**src/rtl/core/mpbs_pkg.sv**
```systemverilog
// ----------------------------------------------------------------------------
// mpbs_pkg
// Shared widths, the pattern library and the report type of the byte scanner.
// ----------------------------------------------------------------------------
package mpbs_pkg;

  localparam int HISTORY_BYTES = 28;
  localparam int WIN_BITS      = 8 * HISTORY_BYTES;
  localparam int HIST_BITS     = 8 * (HISTORY_BYTES - 1);
  localparam int PATTERN_COUNT = 13;
  localparam int COUNT_W       = 40;

  localparam int BIT_GL     = 6;
  localparam int BIT_GLES_A = 7;
  localparam int BIT_GLES_B = 8;

  typedef logic [PATTERN_COUNT-1:0] mask_t;
  typedef logic [COUNT_W-1:0]       count_t;
  typedef logic [WIN_BITS-1:0]      win_t;

  typedef struct packed {
    mask_t  mask;
    count_t count;
  } report_t;

  // Right-aligned pattern text: last character in the low byte.
  localparam win_t PAT_TEXT [PATTERN_COUNT] = '{
    WIN_BITS'("d3d9.dll"),
    WIN_BITS'("d3d11.dll"),
    WIN_BITS'("d3d11createdevice"),
    WIN_BITS'("d3d12.dll"),
    WIN_BITS'("d3d12createdevice"),
    WIN_BITS'("dxgi.dll"),
    WIN_BITS'("opengl32.dll"),
    WIN_BITS'("libglesv2"),
    WIN_BITS'("libegl"),
    WIN_BITS'("vulkan-1.dll"),
    WIN_BITS'("vkcreateinstance"),
    WIN_BITS'(120'h6d6574616c2e6672616d65776f726b),
    WIN_BITS'("mtlcreatesystemdefaultdevice")
  };

  localparam int PAT_LEN [PATTERN_COUNT] = '{
    8, 9, 17, 9, 17, 8, 12, 9, 6, 12, 16, 15, 28
  };

  function automatic logic [7:0] fold_case(input logic [7:0] c);
    logic [7:0] r;
    r = c;
    if (c inside {[8'h41:8'h5A]}) begin
      r = c + 8'h20;
    end
    return r;
  endfunction

endpackage

```
**src/rtl/core/mpbs_match.sv**
```systemverilog
// ----------------------------------------------------------------------------
// mpbs_match
// Parallel comparators: flags every library pattern that ends at the newest
// byte of the window.
// ----------------------------------------------------------------------------
module mpbs_match
  import mpbs_pkg::*;
(
  input  win_t  win,
  output mask_t hit
);

  for (genvar k = 0; k < PATTERN_COUNT; k++) begin : g_pat
    localparam int L = PAT_LEN[k];
    assign hit[k] = (win[8*L-1:0] == PAT_TEXT[k][8*L-1:0]);
  end

endmodule

```
**src/rtl/core/mpbs_scan.sv**
```systemverilog
// ----------------------------------------------------------------------------
// mpbs_scan
// Scan state: byte history, sticky found mask and byte counter, with the
// report formed for the current beat.
// ----------------------------------------------------------------------------
module mpbs_scan
  import mpbs_pkg::*;
(
  input  logic       clk,
  input  logic       rst,
  input  logic       step,
  input  logic [7:0] data_byte,
  input  logic       last_byte,
  input  count_t     byte_limit,
  output report_t    rpt
);

  logic [HIST_BITS-1:0] hist;
  mask_t                seen;
  count_t               counter;

  logic   examine;
  win_t   win;
  mask_t  hit;
  mask_t  seen_next;
  count_t counter_next;
  mask_t  rmask;

  assign examine = (counter < byte_limit);
  assign win     = {hist, fold_case(data_byte)};

  mpbs_match u_match (
    .win (win),
    .hit (hit)
  );

  assign seen_next    = examine ? (seen | hit) : seen;
  assign counter_next = examine ? (counter + count_t'(1)) : counter;

  always_comb begin
    rmask = seen_next;
    if (rmask[BIT_GLES_A] || rmask[BIT_GLES_B]) begin
      rmask[BIT_GL] = 1'b0;
    end
  end

  assign rpt.mask  = rmask;
  assign rpt.count = counter_next;

  always_ff @(posedge clk) begin
    if (rst) begin
      hist    <= '0;
      seen    <= '0;
      counter <= '0;
    end else if (step) begin
      if (last_byte) begin
        hist    <= '0;
        seen    <= '0;
        counter <= '0;
      end else begin
        if (examine) begin
          hist <= win[HIST_BITS-1:0];
        end
        seen    <= seen_next;
        counter <= counter_next;
      end
    end
  end

  a_clear_after_last: assert property (@(posedge clk) disable iff (rst)
    step && last_byte |=> counter == '0 && seen == '0)
    else $error("scan state not cleared after last beat");

  a_seen_needs_count: assert property (@(posedge clk) disable iff (rst)
    counter == '0 |-> seen == '0)
    else $error("found bits without examined bytes");

endmodule

```
**src/rtl/core/multi_pattern_byte_scanner_unit.sv**
```systemverilog
// ----------------------------------------------------------------------------
// multi_pattern_byte_scanner_unit
// Case-insensitive scan of a byte stream for a fixed library of thirteen
// names; one report per stream.
// ----------------------------------------------------------------------------
// Input channel: in_valid / in_stall, one byte a beat (data_byte), last_byte
//   marks the final byte of a stream.
// Output channel: out_valid / out_stall, one beat per stream carrying
//   found_mask and bytes_scanned.
// Config channel: cfg_valid / cfg_ready / cfg_data writes byte_limit; write
//   only while the block is idle. cfg_ready is always high.
// Throughput: one byte per cycle unless a last byte stalls; the history
//   shift and all comparators sit between the input and report registers.
// Report path: a last byte passes the input register, then the report register.
// Stall: a waiting report holds in the output register; plain bytes keep
//   flowing, and a last byte waits in the input register, raising in_stall,
//   until the report register frees.
// Reset: clears scan state and both valid bits; byte_limit returns to all ones.
// ----------------------------------------------------------------------------
module multi_pattern_byte_scanner_unit
  import mpbs_pkg::*;
(
  input  logic       clk,
  input  logic       rst,
  input  logic       in_valid,
  output logic       in_stall,
  input  logic [7:0] data_byte,
  input  logic       last_byte,
  output logic       out_valid,
  input  logic       out_stall,
  output mask_t      found_mask,
  output count_t     bytes_scanned,
  input  logic       cfg_valid,
  output logic       cfg_ready,
  input  count_t     cfg_data
);

  count_t     byte_limit;
  logic       s1_valid;
  logic [7:0] s1_byte;
  logic       s1_last;

  logic    out_free;
  logic    s1_go;
  logic    accept;
  report_t rpt;

  assign cfg_ready = 1'b1;
  assign out_free  = !out_valid || !out_stall;
  assign s1_go     = s1_valid && (!s1_last || out_free);
  assign in_stall  = s1_valid && !s1_go;
  assign accept    = in_valid && !in_stall;

  always_ff @(posedge clk) begin
    if (rst) begin
      byte_limit <= '1;
    end else if (cfg_valid && cfg_ready) begin
      byte_limit <= cfg_data;
    end
  end

  always_ff @(posedge clk) begin
    if (rst) begin
      s1_valid <= 1'b0;
    end else if (accept) begin
      s1_valid <= 1'b1;
    end else if (s1_go) begin
      s1_valid <= 1'b0;
    end
  end

  always_ff @(posedge clk) begin
    if (accept) begin
      s1_byte <= data_byte;
      s1_last <= last_byte;
    end
  end

  mpbs_scan u_scan (
    .clk        (clk),
    .rst        (rst),
    .step       (s1_go),
    .data_byte  (s1_byte),
    .last_byte  (s1_last),
    .byte_limit (byte_limit),
    .rpt        (rpt)
  );

  always_ff @(posedge clk) begin
    if (rst) begin
      out_valid <= 1'b0;
    end else if (s1_go && s1_last) begin
      out_valid <= 1'b1;
    end else if (!out_stall) begin
      out_valid <= 1'b0;
    end
  end

  always_ff @(posedge clk) begin
    if (s1_go && s1_last) begin
      found_mask    <= rpt.mask;
      bytes_scanned <= rpt.count;
    end
  end

  a_count_in_limit: assert property (@(posedge clk) disable iff (rst)
    out_valid |-> bytes_scanned <= byte_limit)
    else $error("reported count exceeds byte limit");

  a_gl_suppressed: assert property (@(posedge clk) disable iff (rst)
    out_valid && (found_mask[BIT_GLES_A] || found_mask[BIT_GLES_B]) |->
      !found_mask[BIT_GL])
    else $error("desktop GL bit reported alongside GLES");

  a_plain_byte_flows: assert property (@(posedge clk) disable iff (rst)
    s1_valid && !s1_last |-> !in_stall)
    else $error("input stalled behind a plain byte");

  a_report_follows_last: assert property (@(posedge clk) disable iff (rst)
    s1_go && s1_last |=> out_valid)
    else $error("last beat left no report");

endmodule
```
**config.mk**
```make
export PLATFORM = sky130hd
export DESIGN_NAME = multi_pattern_byte_scanner_unit
export DESIGN_NICKNAME = d
export VERILOG_FILES = /design/src/rtl/core/mpbs_pkg.sv /design/src/rtl/core/mpbs_match.sv /design/src/rtl/core/mpbs_scan.sv /design/src/rtl/core/multi_pattern_byte_scanner_unit.sv
export SDC_FILE = /design/constraint.sdc
export NUM_CORES = 1
export LEC_CHECK = 0
export ABC_AREA = 1
export BUFFER_PORTS_ARGS = -buffer_cell sky130_fd_sc_hd__buf_2
export CELL_PAD_IN_SITES_DETAIL_PLACEMENT = 2
export CELL_PAD_IN_SITES_GLOBAL_PLACEMENT = 2
export CORE_UTILIZATION = 35
export CTS_BUF_LIST = sky130_fd_sc_hd__clkbuf_16
export CTS_CLUSTER_DIAMETER = 150
export DETAILED_ROUTE_END_ITERATION = 12
export GPL_TIMING_DRIVEN = 0
export HOLD_SLACK_MARGIN = 0.05
export PLACE_DENSITY = 0.85
export REMOVE_ABC_BUFFERS = 1
export SLEW_MARGIN = 30
export SYNTH_ARGS = -nofsm -noshare
export SYNTH_HDL_FRONTEND = slang
export SYNTH_SLANG_ARGS = --single-unit
```
**constraint.sdc**
```tcl
create_clock -name clk -period 3.2 [get_ports clk]
set_input_delay 0.32 -clock clk [delete_from_list [all_inputs] [get_ports clk]]
set_output_delay 0.32 -clock clk [all_outputs]
set_load 0.02 [all_outputs]
```
==> metrics.txt, run 1 <==
# TYPE chip_impl_metric gauge
chip_impl_info{name="outcome",value="complete, but fails checks"} 1
chip_impl_info{name="failed_checks",value="negative setup slack"} 1
chip_impl_metric{name="initial_utilization",unit="%"} 35.8
chip_impl_metric{name="cts_htree_levels",unit=""} 2
chip_impl_metric{name="syn_inst",unit=""} 2588
chip_impl_metric{name="synth_top_cell_area_share",unit="%"} 33.6
chip_impl_metric{name="synth_enable_flop_cells",unit=""} 62
chip_impl_metric{name="cap_violations",unit=""} 0
chip_impl_metric{name="yosysWarnings",unit=""} 0
chip_impl_metric{name="number_of_search_and_repair_iterations_in_the_first_detailed_routing_pass",unit=""} 6
chip_impl_metric{name="setup_viol_count_final",unit=""} 90
chip_impl_metric{name="antenna_found_initial",unit=""} 0
chip_impl_metric{name="synthAdderAreaFrac",unit="%"} 2.77
chip_impl_metric{name="avgSynthCellArea",unit="um^2"} 7.16
chip_impl_info{name="timing_worst_setup_path_type",value="flop to flop"} 1
chip_impl_metric{name="tightest_slew",unit="ns"} 0.883
chip_impl_metric{name="synth_seq_cells",unit=""} 373
chip_impl_metric{name="worst-endpoint-required",unit="ns"} 3.69
chip_impl_metric{name="synth_sequential_area_ratio",unit="%"} 43.6
chip_impl_metric{name="p_per_area",unit="nW/um^2"} 488
chip_impl_metric{name="vias_per_cell",unit=""} 6.04
chip_impl_metric{name="synth.lib_cells_used.distinct",unit=""} 31
chip_impl_info{name="combinational_family_with_the_most_area_after_synthesis",value="simple AND/OR/NAND/NOR gates"} 1
chip_impl_metric{name="synth_compound_area_share",unit="%"} 10.4
chip_impl_metric{name="fp.coreArea",unit="um^2"} 51800
chip_impl_metric{name="wire_per_inst",unit="um"} 27.9
chip_impl_metric{name="buffer_ports.inserted",unit=""} 108
chip_impl_metric{name="post-route-drc-count",unit=""} 0
chip_impl_metric{name="total_leakage_power",unit="uW"} 0.00852
chip_impl_metric{name="antenna_cells",unit=""} 0
chip_impl_metric{name="preCtsSetupSlack",unit="ns"} -1.33
chip_impl_metric{name="worst_ep_arrival_time",unit="ns"} 3.80
chip_impl_metric{name="syn_area",unit="um^2"} 18500
chip_impl_metric{name="dp_hpwl",unit="um"} 49100
chip_impl_metric{name="area_growth",unit="%"} 21.3
chip_impl_metric{name="cts_buffers",unit=""} 45
chip_impl_metric{name="design_power_total",unit="uW"} 11000
chip_impl_metric{name="clk_transition_reported_paths",unit="ns"} 0.08
chip_impl_metric{name="pin_count",unit=""} 110
chip_impl_metric{name="post_route_cells_drive_above_1_share",unit="%"} 9.93
chip_impl_metric{name="fp.dieArea",unit="um^2"} 53900
chip_impl_metric{name="post_dp_cell_area",unit="um^2"} 19900
chip_impl_info{name="worstSetupStartpointType",value="flop"} 1
chip_impl_metric{name="n_fill_cell",unit=""} 5777
chip_impl_info{name="critPathCaptureType",value="flop"} 1
chip_impl_info{name="tritoncts",value="yes"} 1
chip_impl_metric{name="clk_sink_count",unit=""} 373
chip_impl_metric{name="grt_max_degree",unit=""} 105
chip_impl_metric{name="routability_driven_placement_congestion_ratio",unit=""} 0.892
chip_impl_metric{name="final.hold.worst_slack",unit="ns"} 0.0575
chip_impl_metric{name="final.setup_skew",unit="ns"} 0.0268
chip_impl_metric{name="final_nets",unit=""} 2778
chip_impl_metric{name="layout_min_cycle_time",unit="ns"} 3.31
chip_impl_metric{name="layout_worst_path_cycle_share",unit="%"} 103
chip_impl_metric{name="drt-initial-drc-count",unit=""} 1524
chip_impl_metric{name="die_h",unit="um"} 232
chip_impl_metric{name="clock_path_buffers",unit=""} 3
chip_impl_metric{name="setup_slack",unit="ns"} -0.110
chip_impl_metric{name="route.antenna.remaining_nets",unit=""} 0
chip_impl_metric{name="globalRouteTotalUtil",unit="%"} 32.8
chip_impl_metric{name="placement_rows",unit=""} 83
chip_impl_metric{name="clock_latency",unit="ns"} 0.60
chip_impl_metric{name="dpl.cell_count",unit=""} 3239
chip_impl_info{name="hold_class",value="primary input to flop"} 1
chip_impl_metric{name="detailroute.via_count",unit=""} 20512
chip_impl_info{name="post-synth-top-area-cell",value="dfxtp_1"} 1
chip_impl_metric{name="async_set_or_reset_register_ratio_after_synthesis",unit="%"} 0
chip_impl_metric{name="grt_first_pass_wirelength",unit="um"} 136000
chip_impl_metric{name="detail_route.wirelength",unit="um"} 94600
chip_impl_metric{name="post-route-cell-area",unit="um^2"} 22500
chip_impl_metric{name="finish.cell_count_without_fillers",unit=""} 3398
chip_impl_metric{name="grt_pass1_vias",unit=""} 21991
chip_impl_info{name="most_numerous_cell_in_the_yosys_netlist",value="nand3_1"} 1
chip_impl_metric{name="yosys.area_share.xor_xnor",unit="%"} 1.23
chip_impl_metric{name="final-hold-violation-count",unit=""} 0
chip_impl_info{name="yosys_most_used_dff",value="dfxtp_1"} 1
chip_impl_info{name="synthTopCellsByCount",value="nand3_1, nand2_1, a21oi_1"} 1
chip_impl_metric{name="report.final.slew_viol_count",unit=""} 0
chip_impl_metric{name="max_freq",unit="GHz"} 0.302
chip_impl_metric{name="synthSimpleGateAreaFrac",unit="%"} 32.8
chip_impl_metric{name="max_slew_margin",unit="%"} 40.7
chip_impl_metric{name="irDropWorstVdd",unit="V"} 0.000442
chip_impl_metric{name="post_synthesis_mux_area_share",unit="%"} 0
chip_impl_info{name="clockRootBuffer",value="clkbuf_16"} 1
chip_impl_metric{name="floorplan.die.width",unit="um"} 232
chip_impl_info{name="ys_top_cells_by_area",value="dfxtp_1, nand3_1, edfxtp_1, a21oi_1, nand2_1"} 1
chip_impl_metric{name="critPathMaxFanout",unit=""} 23
chip_impl_metric{name="global_route.overflow_total",unit=""} 0
cell type report:
class                      count  area [um^2]  share of cell area [%]
clock buffer                  48         1200                    5.34
clock inverter                34          285                    1.27
inverter                     259         1000                    4.47
multi-input combinational   1801         9000                    40.0
sequential                   373         8100                    36.0
tap                          680          851                    3.78
timing repair buffer         201         2020                    8.99
timing repair inverter         2         20.0                  0.0890
timing repair:
action	in CTS	in global routing
setup endpoints to repair	376	223
buffers inserted	6	9
hold endpoints to repair	46	0
pin swaps	3	5
hold buffers	46	0
cloned	10	7
gates resized for setup	16	30
critical path: stages, from the launching register on:
cell and delay, ns:
dfxtp_1 0.43, inv_1 0.11, ha_1 0.34, nand4_1 0.28, nor2_4 0.25, nand3_2 0.15, nor2_4 0.26, nand2_8 0.16
nand3_4 0.24, clkinv_16 0.15, nand2_8 0.17, buf_16 0.21, nand3_1 0.14, a21oi_2 0.25
through the flow:
stage | util (%) | TNS (ns)
after floorplan | - | -1979.59
after global placement | 37.0 | -4197.05
after detailed placement | 38.4 | -304.67
after CTS | 42.7 | 0
after global routing | 43.4 | -13.31
final | 43.4 | -3.31
cells by family after synthesis:
group | count (synthesis)
fa+ha+maj | 41
buf+inv | 421
compound gates | 382
simple gates | 1344
xor+xnor | 26
other cells | 1
flops | 373
layout by cell type, fill, tap and decap left out, types with 23 or more instances in the layout:
| master | Yosys | final |
|---|---|---|
| a21oi_1 | 323 | 316 |
| buf_16 | 0 | 23 |
| dfxtp_1 | 311 | 301 |
| nand2_1 | 418 | 412 |
| nor3_1 | 35 | 34 |
| nor2_1 | 234 | 225 |
| buf_2 | 38 | 106 |
| inv_1 | 257 | 265 |
| nand4_1 | 78 | 78 |
| dlygate4sd3_1 | 0 | 46 |
| xor2_1 | 26 | 26 |
| o21ai_0 | 55 | 55 |
| ha_1 | 41 | 40 |
| clkbuf_16 | 0 | 52 |
| nand3_1 | 548 | 547 |
| edfxtp_1 | 62 | 62 |
flip-flops by register name (all words and copies together) (netlist names):
register,cells
u_scan.hist,216
s1_valid,1
u_scan.counter,40
out_valid,1
s1_last,1
found_mask,13
s1_byte,8
bytes_scanned,40
byte_limit,40
u_scan.seen,13
layer usage:
layer  global-route usage [%]  up-vias  share of wire (%)
li1                         -     8926                  -
met1                     37.1    10264                 37
met2                     58.4      905                 50
met3                     4.19      417                5.8
met4                     20.2        0                7.1
met5                        0        -                  0
final timing paths:
kind | slack [ns] | end | depth (start not counted) | from
setup reg to reg | -0.11 | u_scan.hist[131]$_SDFFE_PP0P_ | 13 | byte_limit[29]$_SDFFE_PP1P_
hold / removal | 0.06 | byte_limit[34]$_SDFFE_PP1P_ | 3 | cfg_data[34]
setup / recovery | -0.11 | u_scan.hist[131]$_SDFFE_PP0P_ | 13 | byte_limit[29]$_SDFFE_PP1P_
hold reg to reg | 0.48 | byte_limit[14]$_SDFFE_PP1P_ | 2 | byte_limit[14]$_SDFFE_PP1P_
report_power, final:
part	internal [uW]	total [uW]	leakage, uW	switching, uW
combinational	210	652	0.00458	442
sequential	4810	4850	0.00319	37.3
clock	3110	5460	0.000754	2360
total	8130	11000	0.00852	2840
Power figures use the tool's default switching activity.
==> inputs of run 2 (changes only) <==
Settings changed: CAP_MARGIN set to 15, SETUP_SLACK_MARGIN set to 0.02.
Clock period 3.2 ns to 3.49 ns, I/O delays scaled along.
==> run 2 against run 1 <==
Compared with the run above:
- the flow now finishes without violations
- power fell by 9.4%
- worst hold slack improved by 0.012 ns
- via count fell by 3.8%
- critical endpoint is now u_scan.hist[82]$_SDFFE_PP0P_
- sequential share of layout area rose by 0.48 points
- clock power fell by 9.7%
- setup slack improved by 0.15 ns
==> metrics.txt, run 2 (synthesis results as in run 1) <==
# TYPE chip_impl_metric gauge
chip_impl_info{name="outcome",value="complete, no violations"} 1
chip_impl_metric{name="clk_transition_reported_paths",unit="ns"} 0.07
chip_impl_metric{name="irDropWorstVdd",unit="V"} 0.000402
chip_impl_metric{name="finish.cell_count_without_fillers",unit=""} 3380
chip_impl_metric{name="floorplan.die.width",unit="um"} 232
chip_impl_metric{name="cts_buffers",unit=""} 45
chip_impl_metric{name="final-hold-violation-count",unit=""} 0
chip_impl_metric{name="global_route.overflow_total",unit=""} 0
chip_impl_metric{name="antenna_found_initial",unit=""} 0
chip_impl_metric{name="final.setup_skew",unit="ns"} 0.0316
chip_impl_metric{name="grt_max_degree",unit=""} 105
chip_impl_info{name="critPathSlowestCell",value="dfxtp_1"} 1
chip_impl_info{name="final_common_cell",value="nand3_1"} 1
chip_impl_metric{name="fin_setup_tns",unit="ns"} 0
chip_impl_metric{name="post-route-cell-area",unit="um^2"} 22200
chip_impl_metric{name="grt_first_pass_wirelength",unit="um"} 129000
chip_impl_metric{name="dpl.cell_count",unit=""} 3239
chip_impl_metric{name="grt_pass1_vias",unit=""} 21364
chip_impl_metric{name="cts_htree_levels",unit=""} 2
chip_impl_metric{name="worst_hold_path.num_cells",unit=""} 3
chip_impl_info{name="clockRootBuffer",value="clkbuf_16"} 1
chip_impl_metric{name="max_freq",unit="GHz"} 0.290
chip_impl_metric{name="final_nets",unit=""} 2760
chip_impl_metric{name="largest_register_ffs",unit=""} 216
chip_impl_metric{name="setup_viol_count_final",unit=""} 0
chip_impl_metric{name="post_route_cells_drive_above_1_share",unit="%"} 8.74
chip_impl_metric{name="drt-initial-drc-count",unit=""} 1153
chip_impl_info{name="source_of_the_worst_register_to_register_timing_path",value="u_scan.counter[39]$_SDFFE_PP0P_"} 1
chip_impl_info{name="register_bank_with_the_most_flops",value="u_scan.hist"} 1
chip_impl_metric{name="detailroute.via_count",unit=""} 19724
chip_impl_metric{name="wire_per_inst",unit="um"} 25.3
chip_impl_metric{name="final_core_util",unit="%"} 42.8
chip_impl_metric{name="tightest_slew",unit="ns"} 0.890
chip_impl_metric{name="post_dp_cell_area",unit="um^2"} 19900
chip_impl_metric{name="buffer_ports.inserted",unit=""} 108
chip_impl_info{name="timing_worst_setup_path_type",value="flop to flop"} 1
chip_impl_metric{name="initial_utilization",unit="%"} 35.8
chip_impl_metric{name="routability_driven_placement_congestion_ratio",unit=""} 0.892
chip_impl_info{name="critPathCaptureType",value="flop"} 1
chip_impl_metric{name="post-route-drc-count",unit=""} 0
chip_impl_metric{name="route.antenna.remaining_nets",unit=""} 0
chip_impl_info{name="min_from",value="cfg_data[33]"} 1
chip_impl_metric{name="worst-endpoint-required",unit="ns"} 3.99
chip_impl_info{name="critical_path.reg2reg.endpoint",value="u_scan.hist[82]$_SDFFE_PP0P_"} 1
chip_impl_metric{name="fp.coreArea",unit="um^2"} 51800
chip_impl_metric{name="globalRouteTotalUtil",unit="%"} 30.6
chip_impl_metric{name="clock_latency",unit="ns"} 0.60
chip_impl_metric{name="report.final.slew_viol_count",unit=""} 0
chip_impl_info{name="worst_hold_path.endpoint",value="byte_limit[33]$_SDFFE_PP1P_"} 1
chip_impl_metric{name="placement_rows",unit=""} 83
chip_impl_info{name="hold_class",value="primary input to flop"} 1
chip_impl_metric{name="pin_count",unit=""} 110
chip_impl_metric{name="max_slew_margin",unit="%"} 40.1
chip_impl_metric{name="peak_per_stage_delay_on_the_critical_path",unit="ns"} 0.40
chip_impl_metric{name="area_growth",unit="%"} 19.6
chip_impl_metric{name="total_leakage_power",unit="uW"} 0.00837
chip_impl_metric{name="fp.dieArea",unit="um^2"} 53900
chip_impl_metric{name="r2r_slack",unit="ns"} 0.04
chip_impl_metric{name="detail_route.wirelength",unit="um"} 85500
chip_impl_metric{name="layout_min_cycle_time",unit="ns"} 3.45
chip_impl_metric{name="number_of_search_and_repair_iterations_in_the_first_detailed_routing_pass",unit=""} 5
chip_impl_metric{name="clk_sink_count",unit=""} 373
chip_impl_info{name="crit_path_cell_trace",value="ha_1, nand2_1, nor2_1, nand2_1, nor3_4, nand2_8, nand3_4, clkinv_16, nand2_8, buf_12, buf_16, nand3_1, a21oi_1"} 1
chip_impl_metric{name="cap_violations",unit=""} 0
chip_impl_metric{name="clock_path_buffers",unit=""} 3
chip_impl_info{name="worstSetupStartpointType",value="flop"} 1
chip_impl_metric{name="p_per_area",unit="nW/um^2"} 448
chip_impl_metric{name="antenna_cells",unit=""} 0
chip_impl_metric{name="worst_ep_arrival_time",unit="ns"} 3.95
chip_impl_info{name="layout.cells.most_common_list",value="nand3_1, nand2_1, a21oi_1, dfxtp_1, inv_1"} 1
chip_impl_metric{name="die_h",unit="um"} 232
chip_impl_metric{name="n_fill_cell",unit=""} 5863
chip_impl_metric{name="dp_hpwl",unit="um"} 49100
chip_impl_info{name="tritoncts",value="yes"} 1
chip_impl_metric{name="layout_worst_path_cycle_share",unit="%"} 98.9
chip_impl_metric{name="vias_per_cell",unit=""} 5.84
chip_impl_metric{name="critPathMaxFanout",unit=""} 45
chip_impl_metric{name="reg2reg_depth",unit=""} 13
chip_impl_metric{name="final.hold.worst_slack",unit="ns"} 0.0696
-- run 2: what timing repair did --
item | in CTS | in global routing
hold buffers | 41 | 0
endpoints found under the setup margin | 346 | 173
buffers inserted | 3 | 5
gates resized for setup | 9 | 10
pin swaps | 2 | 2
cloned | 5 | 5
hold endpoints to repair | 41 | 0
-- run 2: worst max path at each step --
stage	from	to	slack, ns	cells past startpoint
2_1_floorplan	out_valid$_SDFFE_PP0P_	u_scan.counter[0]$_SDFFE_PP0P_	-6.17	7
3_3_place_gp	out_stall	u_scan.hist[148]$_SDFFE_PP0P_	-13.34	8
6_report	u_scan.counter[39]$_SDFFE_PP0P_	u_scan.hist[82]$_SDFFE_PP0P_	0.04	13
3_5_place_dp	u_scan.counter[35]$_SDFFE_PP0P_	u_scan.hist[186]$_SDFFE_PP0P_	-1.04	14
5_1_grt	u_scan.counter[27]$_SDFFE_PP0P_	u_scan.hist[82]$_SDFFE_PP0P_	-0.01	15
4_1_cts	byte_limit[25]$_SDFFE_PP1P_	u_scan.hist[67]$_SDFFE_PP0P_	0.04	15
-- run 2: routing by layer --
metal  GRT usage [%]  wire (um)  vias up  share of wire, %
li1                -          -     8894                 -
met1            35.3      34200     9964                40
met2            55.1      43500      605                51
met3            3.95       3380      261               3.9
met4            15.5       4460        0               5.2
met5               0          0        -                 0
-- run 2: final cells by class --
type / count / area (um^2) / area share [%]
Multi-Input combinational cell: 1799 / 8910 / 40.2
Sequential cell: 373 / 8090 / 36.5
Timing Repair inverter: 1 / 11.3 / 0.0508
Tap cell: 680 / 851 / 3.84
Clock buffer: 48 / 1200 / 5.42
Timing Repair Buffer: 186 / 1800 / 8.14
Inverter: 259 / 1000 / 4.53
Clock inverter: 34 / 285 / 1.29
-- run 2: power by group --
group          internal (uW)  switching, uW  leakage (uW)
clock                   2850           2090      0.000754
sequential              4410           31.3       0.00318
combinational            179            383       0.00444
-- run 2: critical path, delay by kind of cell, from the launching register on --
kind	cells	cell delay, ns
compound gates	1	0.18
fa+ha+maj	1	0.35
buf+inv	3	0.57
flops	1	0.40
simple gates	8	1.78
-- run 2: metrics by stage --
step,setup slack [ns],power [uW]
after CTS,0.0396,9880
final,0.0389,9940
after floorplan,-6.17,4710
after global placement,-13.34,4910
after detailed placement,-1.04,5000
after global routing,-0.0128,10200
